<file path="src/sv/ple_pkg.sv">
// ----------------------------------------------------------------------------
// ple_pkg: shared types and constants for the positional list engine
// Holds the list depth, the field widths, the request and status codes and
// the states of the control sequencer.
// ----------------------------------------------------------------------------
package ple_pkg;

    localparam int DEPTH  = 16;
    localparam int IDX_W  = $clog2(DEPTH);
    localparam int CNT_W  = $clog2(DEPTH + 1);
    localparam int CMD_W  = 2;
    localparam int POS_W  = 5;
    localparam int VAL_W  = 32;
    localparam int STAT_W = 2;
    localparam int CMP_W  = (CNT_W > POS_W) ? CNT_W : POS_W;

    typedef enum logic [CMD_W-1:0] {
        CMD_INSERT = 2'd0,
        CMD_DELETE = 2'd1,
        CMD_UPDATE = 2'd2,
        CMD_DUMP   = 2'd3
    } cmd_t;

    typedef enum logic [STAT_W-1:0] {
        STAT_OK     = 2'd0,
        STAT_BADPOS = 2'd1,
        STAT_FULL   = 2'd2,
        STAT_EMPTY  = 2'd3
    } status_t;

    typedef enum logic [2:0] {
        S_IDLE,
        S_UP_RD,
        S_UP_WR,
        S_DN_RD,
        S_DN_WR,
        S_DUMP_RD,
        S_DUMP_EM,
        S_RESP
    } state_t;

endpackage

</file>
<file path="src/sv/positional_list_engine_top.sv">
// ----------------------------------------------------------------------------
// positional_list_engine_top: ordered list with insert, delete, update, dump
// Entries live in one synchronous RAM; edits walk the shifted span one entry
// at a time through a read state and a write state.
// ----------------------------------------------------------------------------
// Update and rejected edits go straight to the response; insert shifts the
// entries from the count down to the position, delete those above it down.
// One request is taken at a time; a dump reads each entry through the single
// RAM read port into its read register, then emits it when the output frees.
// Reset clears the count and the control state; RAM contents stay undefined
// and need no clearing pass, since only entries below the count are read.
module positional_list_engine_top (
    input  logic                        clk,
    input  logic                        rst_n,
    input  logic                        in_valid,
    output logic                        in_stall,
    input  logic [ple_pkg::CMD_W-1:0]   cmd,
    input  logic [ple_pkg::POS_W-1:0]   position,
    input  logic [ple_pkg::VAL_W-1:0]   value,
    output logic                        out_valid,
    input  logic                        out_stall,
    output logic [ple_pkg::STAT_W-1:0]  status,
    output logic [ple_pkg::POS_W-1:0]   position_out,
    output logic [ple_pkg::VAL_W-1:0]   value_out,
    output logic                        last
);
    import ple_pkg::*;

    logic [VAL_W-1:0] mem [DEPTH];
    logic [VAL_W-1:0] rd_data_reg;
    logic             mem_we;
    logic [IDX_W-1:0] mem_waddr;
    logic [VAL_W-1:0] mem_wdata;
    logic             mem_re;
    logic [IDX_W-1:0] mem_raddr;

    state_t           state_reg, state_next;
    logic [CNT_W-1:0] count_reg, count_next;
    logic [CNT_W-1:0] idx_reg, idx_next;
    logic [POS_W-1:0] pos_reg, pos_next;
    logic [VAL_W-1:0] val_reg, val_next;
    status_t          stat_reg, stat_next;

    logic              out_valid_reg, out_valid_next;
    logic [STAT_W-1:0] status_reg, status_next;
    logic [POS_W-1:0]  position_out_reg, position_out_next;
    logic [VAL_W-1:0]  value_out_reg, value_out_next;
    logic              last_reg, last_next;

    logic             accept;
    logic             out_free;
    logic [CMP_W-1:0] pos_in_ext;
    logic [CMP_W-1:0] cnt_ext;
    logic [CMP_W-1:0] idx_ext;
    logic [CMP_W-1:0] pos_reg_ext;

    assign in_stall    = (state_reg != S_IDLE);
    assign accept      = in_valid && !in_stall;
    assign out_free    = !out_valid_reg || !out_stall;
    assign pos_in_ext  = CMP_W'(position);
    assign cnt_ext     = CMP_W'(count_reg);
    assign idx_ext     = CMP_W'(idx_reg);
    assign pos_reg_ext = CMP_W'(pos_reg);

    assign out_valid    = out_valid_reg;
    assign status       = status_reg;
    assign position_out = position_out_reg;
    assign value_out    = value_out_reg;
    assign last         = last_reg;

    always_ff @(posedge clk)
    begin
        if (mem_we)
        begin
            mem[mem_waddr] <= mem_wdata;
        end
        if (mem_re)
        begin
            rd_data_reg <= mem[mem_raddr];
        end
    end

    always_ff @(posedge clk or negedge rst_n)
    begin
        if (!rst_n)
        begin
            state_reg     <= S_IDLE;
            count_reg     <= '0;
            out_valid_reg <= 1'b0;
        end
        else
        begin
            state_reg     <= state_next;
            count_reg     <= count_next;
            out_valid_reg <= out_valid_next;
        end
    end

    always_ff @(posedge clk)
    begin
        idx_reg          <= idx_next;
        pos_reg          <= pos_next;
        val_reg          <= val_next;
        stat_reg         <= stat_next;
        status_reg       <= status_next;
        position_out_reg <= position_out_next;
        value_out_reg    <= value_out_next;
        last_reg         <= last_next;
    end

    always_comb
    begin
        state_next        = state_reg;
        count_next        = count_reg;
        idx_next          = idx_reg;
        pos_next          = pos_reg;
        val_next          = val_reg;
        stat_next         = stat_reg;
        out_valid_next    = out_valid_reg && out_stall;
        status_next       = status_reg;
        position_out_next = position_out_reg;
        value_out_next    = value_out_reg;
        last_next         = last_reg;
        mem_we            = 1'b0;
        mem_waddr         = idx_reg[IDX_W-1:0];
        mem_wdata         = rd_data_reg;
        mem_re            = 1'b0;
        mem_raddr         = idx_reg[IDX_W-1:0];

        case (state_reg)
            S_IDLE:
            begin
                if (accept)
                begin
                    pos_next  = position;
                    val_next  = value;
                    stat_next = STAT_OK;
                    case (cmd_t'(cmd))
                        CMD_INSERT:
                        begin
                            if (count_reg == CNT_W'(DEPTH))
                            begin
                                stat_next  = STAT_FULL;
                                state_next = S_RESP;
                            end
                            else if (pos_in_ext > cnt_ext)
                            begin
                                stat_next  = STAT_BADPOS;
                                state_next = S_RESP;
                            end
                            else
                            begin
                                idx_next   = count_reg;
                                state_next = S_UP_RD;
                            end
                        end
                        CMD_DELETE:
                        begin
                            if (pos_in_ext >= cnt_ext)
                            begin
                                stat_next  = STAT_BADPOS;
                                state_next = S_RESP;
                            end
                            else
                            begin
                                idx_next   = CNT_W'(position);
                                state_next = S_DN_RD;
                            end
                        end
                        CMD_UPDATE:
                        begin
                            if (pos_in_ext >= cnt_ext)
                            begin
                                stat_next = STAT_BADPOS;
                            end
                            else
                            begin
                                mem_we    = 1'b1;
                                mem_waddr = position[IDX_W-1:0];
                                mem_wdata = value;
                            end
                            state_next = S_RESP;
                        end
                        default:
                        begin
                            if (count_reg == '0)
                            begin
                                stat_next  = STAT_EMPTY;
                                pos_next   = '0;
                                state_next = S_RESP;
                            end
                            else
                            begin
                                idx_next   = '0;
                                state_next = S_DUMP_RD;
                            end
                        end
                    endcase
                end
            end

            S_UP_RD:
            begin
                if (idx_ext == pos_reg_ext)
                begin
                    // open slot reached: drop the new value in
                    mem_we     = 1'b1;
                    mem_waddr  = pos_reg[IDX_W-1:0];
                    mem_wdata  = val_reg;
                    count_next = count_reg + CNT_W'(1);
                    state_next = S_RESP;
                end
                else
                begin
                    mem_re     = 1'b1;
                    mem_raddr  = IDX_W'(idx_reg - CNT_W'(1));
                    state_next = S_UP_WR;
                end
            end

            S_UP_WR:
            begin
                mem_we     = 1'b1;
                mem_waddr  = idx_reg[IDX_W-1:0];
                mem_wdata  = rd_data_reg;
                idx_next   = idx_reg - CNT_W'(1);
                state_next = S_UP_RD;
            end

            S_DN_RD:
            begin
                if ((idx_reg + CNT_W'(1)) >= count_reg)
                begin
                    count_next = count_reg - CNT_W'(1);
                    state_next = S_RESP;
                end
                else
                begin
                    mem_re     = 1'b1;
                    mem_raddr  = IDX_W'(idx_reg + CNT_W'(1));
                    state_next = S_DN_WR;
                end
            end

            S_DN_WR:
            begin
                mem_we     = 1'b1;
                mem_waddr  = idx_reg[IDX_W-1:0];
                mem_wdata  = rd_data_reg;
                idx_next   = idx_reg + CNT_W'(1);
                state_next = S_DN_RD;
            end

            S_DUMP_RD:
            begin
                mem_re     = 1'b1;
                mem_raddr  = idx_reg[IDX_W-1:0];
                state_next = S_DUMP_EM;
            end

            S_DUMP_EM:
            begin
                // hold the read data until the output slot frees up
                if (out_free)
                begin
                    out_valid_next    = 1'b1;
                    status_next       = STAT_OK;
                    position_out_next = POS_W'(idx_reg);
                    value_out_next    = rd_data_reg;
                    last_next         = ((idx_reg + CNT_W'(1)) == count_reg);
                    idx_next          = idx_reg + CNT_W'(1);
                    state_next        = ((idx_reg + CNT_W'(1)) == count_reg)
                                        ? S_IDLE : S_DUMP_RD;
                end
            end

            S_RESP:
            begin
                if (out_free)
                begin
                    out_valid_next    = 1'b1;
                    status_next       = stat_reg;
                    position_out_next = pos_reg;
                    value_out_next    = '0;
                    last_next         = 1'b1;
                    state_next        = S_IDLE;
                end
            end

            default:
            begin
                state_next = S_IDLE;
            end
        endcase
    end

endmodule
</file>
<file path="config.mk">
export PLATFORM = sky130hd
export DESIGN_NAME = positional_list_engine_top
export DESIGN_NICKNAME = d
export VERILOG_FILES = /design/src/sv/ple_pkg.sv /design/src/sv/positional_list_engine_top.sv
export SDC_FILE = /design/constraint.sdc
export NUM_CORES = 1
export LEC_CHECK = 0
export BUFFER_PORTS_ARGS = -buffer_cell sky130_fd_sc_hd__buf_2
export CELL_PAD_IN_SITES_DETAIL_PLACEMENT = 1
export CELL_PAD_IN_SITES_GLOBAL_PLACEMENT = 1
export CORE_MARGIN = 3
export CORE_UTILIZATION = 47
export CTS_BUF_LIST = sky130_fd_sc_hd__clkbuf_16
export DETAILED_ROUTE_END_ITERATION = 16
export PLACE_DENSITY = 0.83
export SETUP_SLACK_MARGIN = 0.02
export SLEW_MARGIN = 0
export SYNTH_ARGS = -nofsm -noshare
export SYNTH_HDL_FRONTEND = slang
export SYNTH_SLANG_ARGS = --single-unit
</file>
<file path="constraint.sdc">
create_clock -name clk -period 6 [get_ports clk]
set_clock_uncertainty 0.05 [all_clocks]
set_input_delay 1.8 -clock clk [delete_from_list [all_inputs] [get_ports clk]]
set_output_delay 1.8 -clock clk [all_outputs]
set_load 0.01 [all_outputs]
</file>
==> flow_metrics.tcl, run 1 <==
set metrics [dict create \
    layout-area-overhead-vs-synth_pct 14.0 \
    finalCriticalPeriod_ns 5.18 \
    via_count 17100 \
    finalSetupViolCount 0 \
    postRouteAntennaNets 0 \
    relSlewSlack_pct 13.5 \
    critPathTopFamily "simple AND/OR/NAND/NOR gates" \
    wl_per_cell_um 27.1 \
    clockBufferDepth 3 \
    ctsHoldBuffers 0 \
    r2r-start "idx_ext[0]" \
    start_util_pct 47.8 \
    core_area_mm2 0.0541 \
    groute.usage.overall_pct 25.6 \
    syn_nets 1957 \
    final_nets 2045 \
    yosysUniqueCellTypes 61 \
    die-area_mm2 0.0579 \
    hold_start "stat_reg[1]" \
    grt_max_degree 130 \
    vdd_drop_max_v 0.000495 \
    postCtsSetupRepairBufs 0 \
    cts_max_level 3 \
    cts.clk_slew.worst_paths_ns 0.06 \
    ioPinCount 85 \
    final_layout_size_suffix_gt1_share_pct 13.6 \
    power.density_mw_per_mm2 665 \
    root_buffer "clkbuf_16" \
    layout_commonest_cell "edfxtp_1" \
    die_y_um 241 \
    whs_endpoint "status[1]" \
    drt_iter0_drc 1950 \
    io_buffers 84 \
    hold_path_depth 2 \
    final_cell_mix "edfxtp_1, nand2_1, a21oi_1, a22oi_1, buf_2" \
    power_switching_share_pct 41.7 \
    slew_violations 0 \
    fin_util_pct 54.5 \
    fmax_ghz 0.193 \
    routed_wl_mm 73.9 \
    crit_type "register to register" \
    power_frac_comb_pct 44.4 \
    r2r_slack_ns 0.82 \
    drc 0 \
    worst_slack_ns 0.818 \
    netlist_area_mm2 0.0259 \
    cp_data_arrival_time_ns 5.48 \
    power.static_leakage_uw 0.0103 \
    power_frac_seq_pct 35.2 \
    yosysSeqAreaShare_pct 73.7 \
    globalplace.congestion 0.874 \
    post-route-period-util_pct 86.4 \
    grt_pass1_wl_mm 112 \
    stdcell_count 2726 \
    cts_tree "built" \
    n_fill_cell 5203 \
    synth_edf_count 628 \
    hold_class "register to register" \
    grt_overflow_total 0 \
    internal-power_uw 11400 \
    place_area_mm2 0.0274 \
    cts_num_sinks 637 \
    ctsResizeCount 0 \
    hold_viol 0 \
    startpoint "idx_ext[0]" \
    drt_first_pass_iters 6 \
    top_register "mem" \
    maxCapViolations 0 \
    tightest_slew_ns 1.29 \
    place_inst 2610 \
    critical_path.endpoint_type "register" \
    pwr-share-clk_pct 20.4 \
    crit_path_top_delay_cell "nor2b_4" \
    grt_pass1_vias 18100 \
    rows 85 \
    die_x_um 241 \
    hpwl_mm 43.8 \
    avgViaCountPerCell 6.27 \
    cts_buffers 66 \
    startpoint_type "register" \
    synthArstFlopShare_pct 1.41 \
    worstPathMaxFanout 15 \
    p_sw_uw 8190 \
    antenna_found_initial 2 \
    reg2reg_depth 12 \
    synthFlopType "edfxtp_1" \
    synth_area_per_cell_um2 13.7 \
    clk_latency_ns 0.61 \
    tns_ns 0 \
    pre_cts_ws_ns 0.561 \
    antenna_cells 0 \
    yosysWarnings 0 \
    status "completed" \
    worstPathRequired_ns 6.30 \
    r2r-end "rd_data_reg[7]" \
    largest_reg_flops 512 \
    synth-seq-cells 637 \
    design_area_mm2 0.0295 \
    worstPathBufferInverterCount 2 \
    rsz0062_at_grt "false" \
    crit_path_max_incr_delay_ns 0.68 \
    path_cells "clkinv_1 > ha_1 > ha_1 > a21oi_1 > o21ai_0 > nor2_1 > a22oi_1 > xor2_1 > nor2b_4 > buf_4 > a22oi_1 > o311ai_1" \
    netlist_instances 1894 \
]
==> Yosys cell counts (3+ instances only) <==
| library cell | n | area share [%] |
|---|---|---|
| a211oi_1 | 3 | 0.087 |
| a21o_1 | 4 | 0.12 |
| a21oi_1 | 273 | 5.3 |
| a221oi_1 | 3 | 0.10 |
| a222oi_1 | 37 | 1.4 |
| a22oi_1 | 134 | 3.9 |
| a31oi_1 | 8 | 0.19 |
| and2_1 | 37 | 0.89 |
| buf_1 | 19 | 0.28 |
| buf_2 | 21 | 0.41 |
| buf_6 | 8 | 0.35 |
| clkbuf_1 | 76 | 1.1 |
| dfrtp_1 | 9 | 0.87 |
| edfxtp_1 | 628 | 73 |
| ha_1 | 19 | 0.92 |
| inv_1 | 50 | 0.73 |
| mux2_2 | 6 | 0.26 |
| nand2_1 | 377 | 5.5 |
| nand2b_1 | 3 | 0.073 |
| nand3_1 | 12 | 0.23 |
| nand4_1 | 4 | 0.097 |
| nor2_1 | 40 | 0.58 |
| nor2b_1 | 5 | 0.12 |
| nor3_1 | 7 | 0.14 |
| o211ai_1 | 5 | 0.15 |
| o21ai_0 | 14 | 0.27 |
| o22ai_1 | 5 | 0.12 |
| o311ai_1 | 31 | 1.0 |
| or3_1 | 3 | 0.073 |
| xnor2_1 | 10 | 0.34 |
| xor2_1 | 6 | 0.20 |
==> metrics by stage <==
step / hold slack [ns] / total power (uW)
2_1_floorplan: 0.469 / 12400
3_3_place_gp: 0.476 / 14800
3_5_place_dp: 0.489 / 15500
4_1_cts: 0.503 / 19700
5_1_grt: 0.526 / 20700
6_report: 0.500 / 19600
==> final cells by class <==
type                    count  area, um^2  area share [%]
flip-flops and latches    637       19100            64.7
multi-input cells        1080        6240            21.1
clock buffers              71        1780            6.02
repair buffers            145        1020            3.44
well taps                 696         871            2.95
clock inverters            45         332            1.12
inverters                  52         195           0.661
==> tightest hold or removal path, cell delays in order (launching register included) <==
cell	delay, ns
edfxtp_1	0.32
inv_1	0.04
nor2_1	0.08
==> how the worst max path moves through the flow <==
stage | to | slack (ns) | depth (start not counted)
2_1_floorplan | mem[0][0] | -0.06 | 8
3_3_place_gp | mem[12][15] | 0.74 | 10
3_5_place_dp | mem[12][19] | 0.56 | 10
4_1_cts | rd_data_reg[17] | 0.90 | 11
5_1_grt | rd_data_reg[7] | 0.46 | 12
6_report | rd_data_reg[7] | 0.82 | 12
==> kinds of logic after synthesis <==
family,after synthesis,synth area share (%)
xor+xnor,17,0.604
simple gates,497,8.02
fa+ha+maj,20,0.996
compound gates,539,13.4
mux,7,0.300
flops,637,73.7
buf+inv,177,2.92
==> power by group through the flow <==
stage               sequential, uW  clock (uW)  combinational, uW
floorplan                     6860           0               5580
global placement              6930           0               7910
detailed placement            6980           0               8470
CTS                           6900        4050               8690
global route                  6960        4250               9490
finish                        6910        4010               8710
==> metal layers <==
layer  vias to the layer above  global-route usage (%)  share of wire [%]
met4                         2                    10.1                3.3
met1                      8782                    32.3                 38
li1                       7364                       -                  -
met3                       163                    4.26                7.7
met2                       775                    44.5                 51
met5                         -                       0              0.018
No activity file was read; power rests on OpenSTA's default activity.
==> run 2: changes to the inputs <==
- CTS_BUF_LIST: sky130_fd_sc_hd__clkbuf_16 -> default
==> run 2 against run 1 <==
  * Setup slack better by 0.018 ns
  * Critical path depth did not move
  * Via count rose by 0.15%
  * Die area is the same
  * First-iteration DRC count is 0.97% lower
  * Register-to-register slack gained 0.02 ns
  * Routed wire length hardly changed
  * Highest routed layer unchanged
  * Non-clock buffer count did not move
==> flow_metrics.tcl, run 2 (synthesis gave the netlist of run 1 again) <==
set metrics [dict create \
    ctsHoldBuffers 0 \
    path_cells "clkinv_1 > ha_1 > ha_1 > a21oi_1 > o21ai_0 > nor2_1 > a22oi_1 > xor2_1 > nor2b_4 > buf_4 > a22oi_1 > o311ai_1" \
    rsz0062_at_grt "false" \
    startpoint "idx_ext[0]" \
    reg2reg_depth 12 \
    ioPinCount 85 \
    r2r-end "rd_data_reg[8]" \
    clk_latency_ns 0.60 \
    postRouteAntennaNets 0 \
    core_area_mm2 0.0541 \
    groute.usage.overall_pct 25.6 \
    antenna_cells 0 \
    final_cell_mix "edfxtp_1, nand2_1, a21oi_1, a22oi_1, buf_2" \
    place_inst 2610 \
    hold_class "register to register" \
    via_count 17100 \
    die-area_mm2 0.0579 \
    maxCapViolations 0 \
    drt_first_pass_iters 6 \
    status "completed" \
    relSlewSlack_pct 14.4 \
    pre_cts_ws_ns 0.561 \
    worstPathMaxFanout 15 \
    worstPathRequired_ns 6.29 \
    largest_reg_flops 512 \
    fmax_ghz 0.194 \
    post-route-period-util_pct 86.1 \
    top_register "mem" \
    globalplace.congestion 0.874 \
    cts_tree "built" \
    critical_path.endpoint_type "register" \
    cts_max_level 3 \
    r2r-start "idx_ext[0]" \
    final_nets 2045 \
    tightest_slew_ns 1.28 \
    grt_max_degree 130 \
    worst_slack_ns 0.836 \
    grt_pass1_vias 18100 \
    cp_data_arrival_time_ns 5.45 \
    postCtsSetupRepairBufs 0 \
    cts_num_sinks 637 \
    grt_overflow_total 0 \
    slew_violations 0 \
    stdcell_count 2726 \
    antenna_found_initial 2 \
    start_util_pct 47.8 \
    startpoint_type "register" \
    layout-area-overhead-vs-synth_pct 14.0 \
    layout_commonest_cell "edfxtp_1" \
    clockBufferDepth 3 \
    rows 85 \
    avgViaCountPerCell 6.28 \
    wl_per_cell_um 27.1 \
    finalCriticalPeriod_ns 5.16 \
    routed_wl_mm 74.0 \
    crit_type "register to register" \
    grt_pass1_wl_mm 112 \
    crit_path_max_incr_delay_ns 0.69 \
    io_buffers 84 \
    drt_iter0_drc 1931 \
    cts.clk_slew.worst_paths_ns 0.06 \
    cts_buffers 66 \
    finalSetupViolCount 0 \
    r2r_slack_ns 0.84 \
    drc 0 \
    crit_path_top_delay_cell "nor2b_4" \
    hpwl_mm 43.8 \
    cp-endpoint "rd_data_reg[8]" \
    whs_ns 0.500 \
    die_y_um 241 \
    root_buffer "clkbuf_16" \
    hold_viol 0 \
    die_x_um 241 \
    final_layout_size_suffix_gt1_share_pct 13.6 \
    ctsResizeCount 0 \
]
==> run 2: cell types whose count changed in the layout (fill, tap and decap cells not counted), sizes merged <==
cell and delta:
clkbuf +16, inv -16
==> run 2: worst min path at each step <==
stage,endpoint,cells after the start,slack [ns],start
5_1_grt,value_out[22],1,0.53,rd_data_reg[22]
3_3_place_gp,value_out[28],1,0.48,rd_data_reg[28]
2_1_floorplan,status[0],2,0.47,stat_reg[0]
3_5_place_dp,value_out[31],1,0.49,rd_data_reg[31]
6_report,status[1],2,0.50,stat_reg[1]
4_1_cts,value_out[31],1,0.50,rd_data_reg[31]
==> run 2: metal layers <==
layer | up-vias | share of wire, % | GRT usage, %
li1 | 7361 | - | -
met1 | 8749 | 38 | 32.3
met2 | 841 | 51 | 44.5
met3 | 159 | 7.7 | 4.26
met4 | 2 | 3.3 | 10.1
met5 | - | 0.018 | 0
==> run 2: layout make-up <==
| cell class | instances | area, um^2 |
|---|---|---|
| fillers | 5203 | 24600 |
| flip-flops and latches | 637 | 19100 |
| multi-input cells | 1080 | 6240 |
| clock buffers | 87 | 1840 |
| repair buffers | 145 | 1020 |
| well taps | 696 | 871 |
| clock inverters | 29 | 272 |
| inverters | 52 | 195 |
==> run 2: stage by stage <==
step | util (%) | instance area (um^2) | TNS (ns)
after global routing | 54.5 | 29500 | 0
after detailed placement | 50.6 | 27400 | 0
after CTS | 54.5 | 29500 | 0
after global placement | 50.6 | 27400 | 0
final | 54.5 | 29500 | 0
after floorplan | - | 25900 | -16.56
==> run 2: critical path: cells and delay by family (launching register included) <==
kind | cells | cell delay (ns)
AO/OA/AOI/OAI | 5 | 0.86
AND/OR/NAND/NOR | 2 | 1.30
XOR/XNOR | 1 | 0.60
adder cells (fa/ha/maj) | 2 | 0.71
buffers and inverters | 2 | 0.74
flip-flops | 1 | 0.63
Power of run 2 is left out: the tool's default activity adds up to more than one toggle a clock period on the data nets, which glitch-free logic cannot reach.
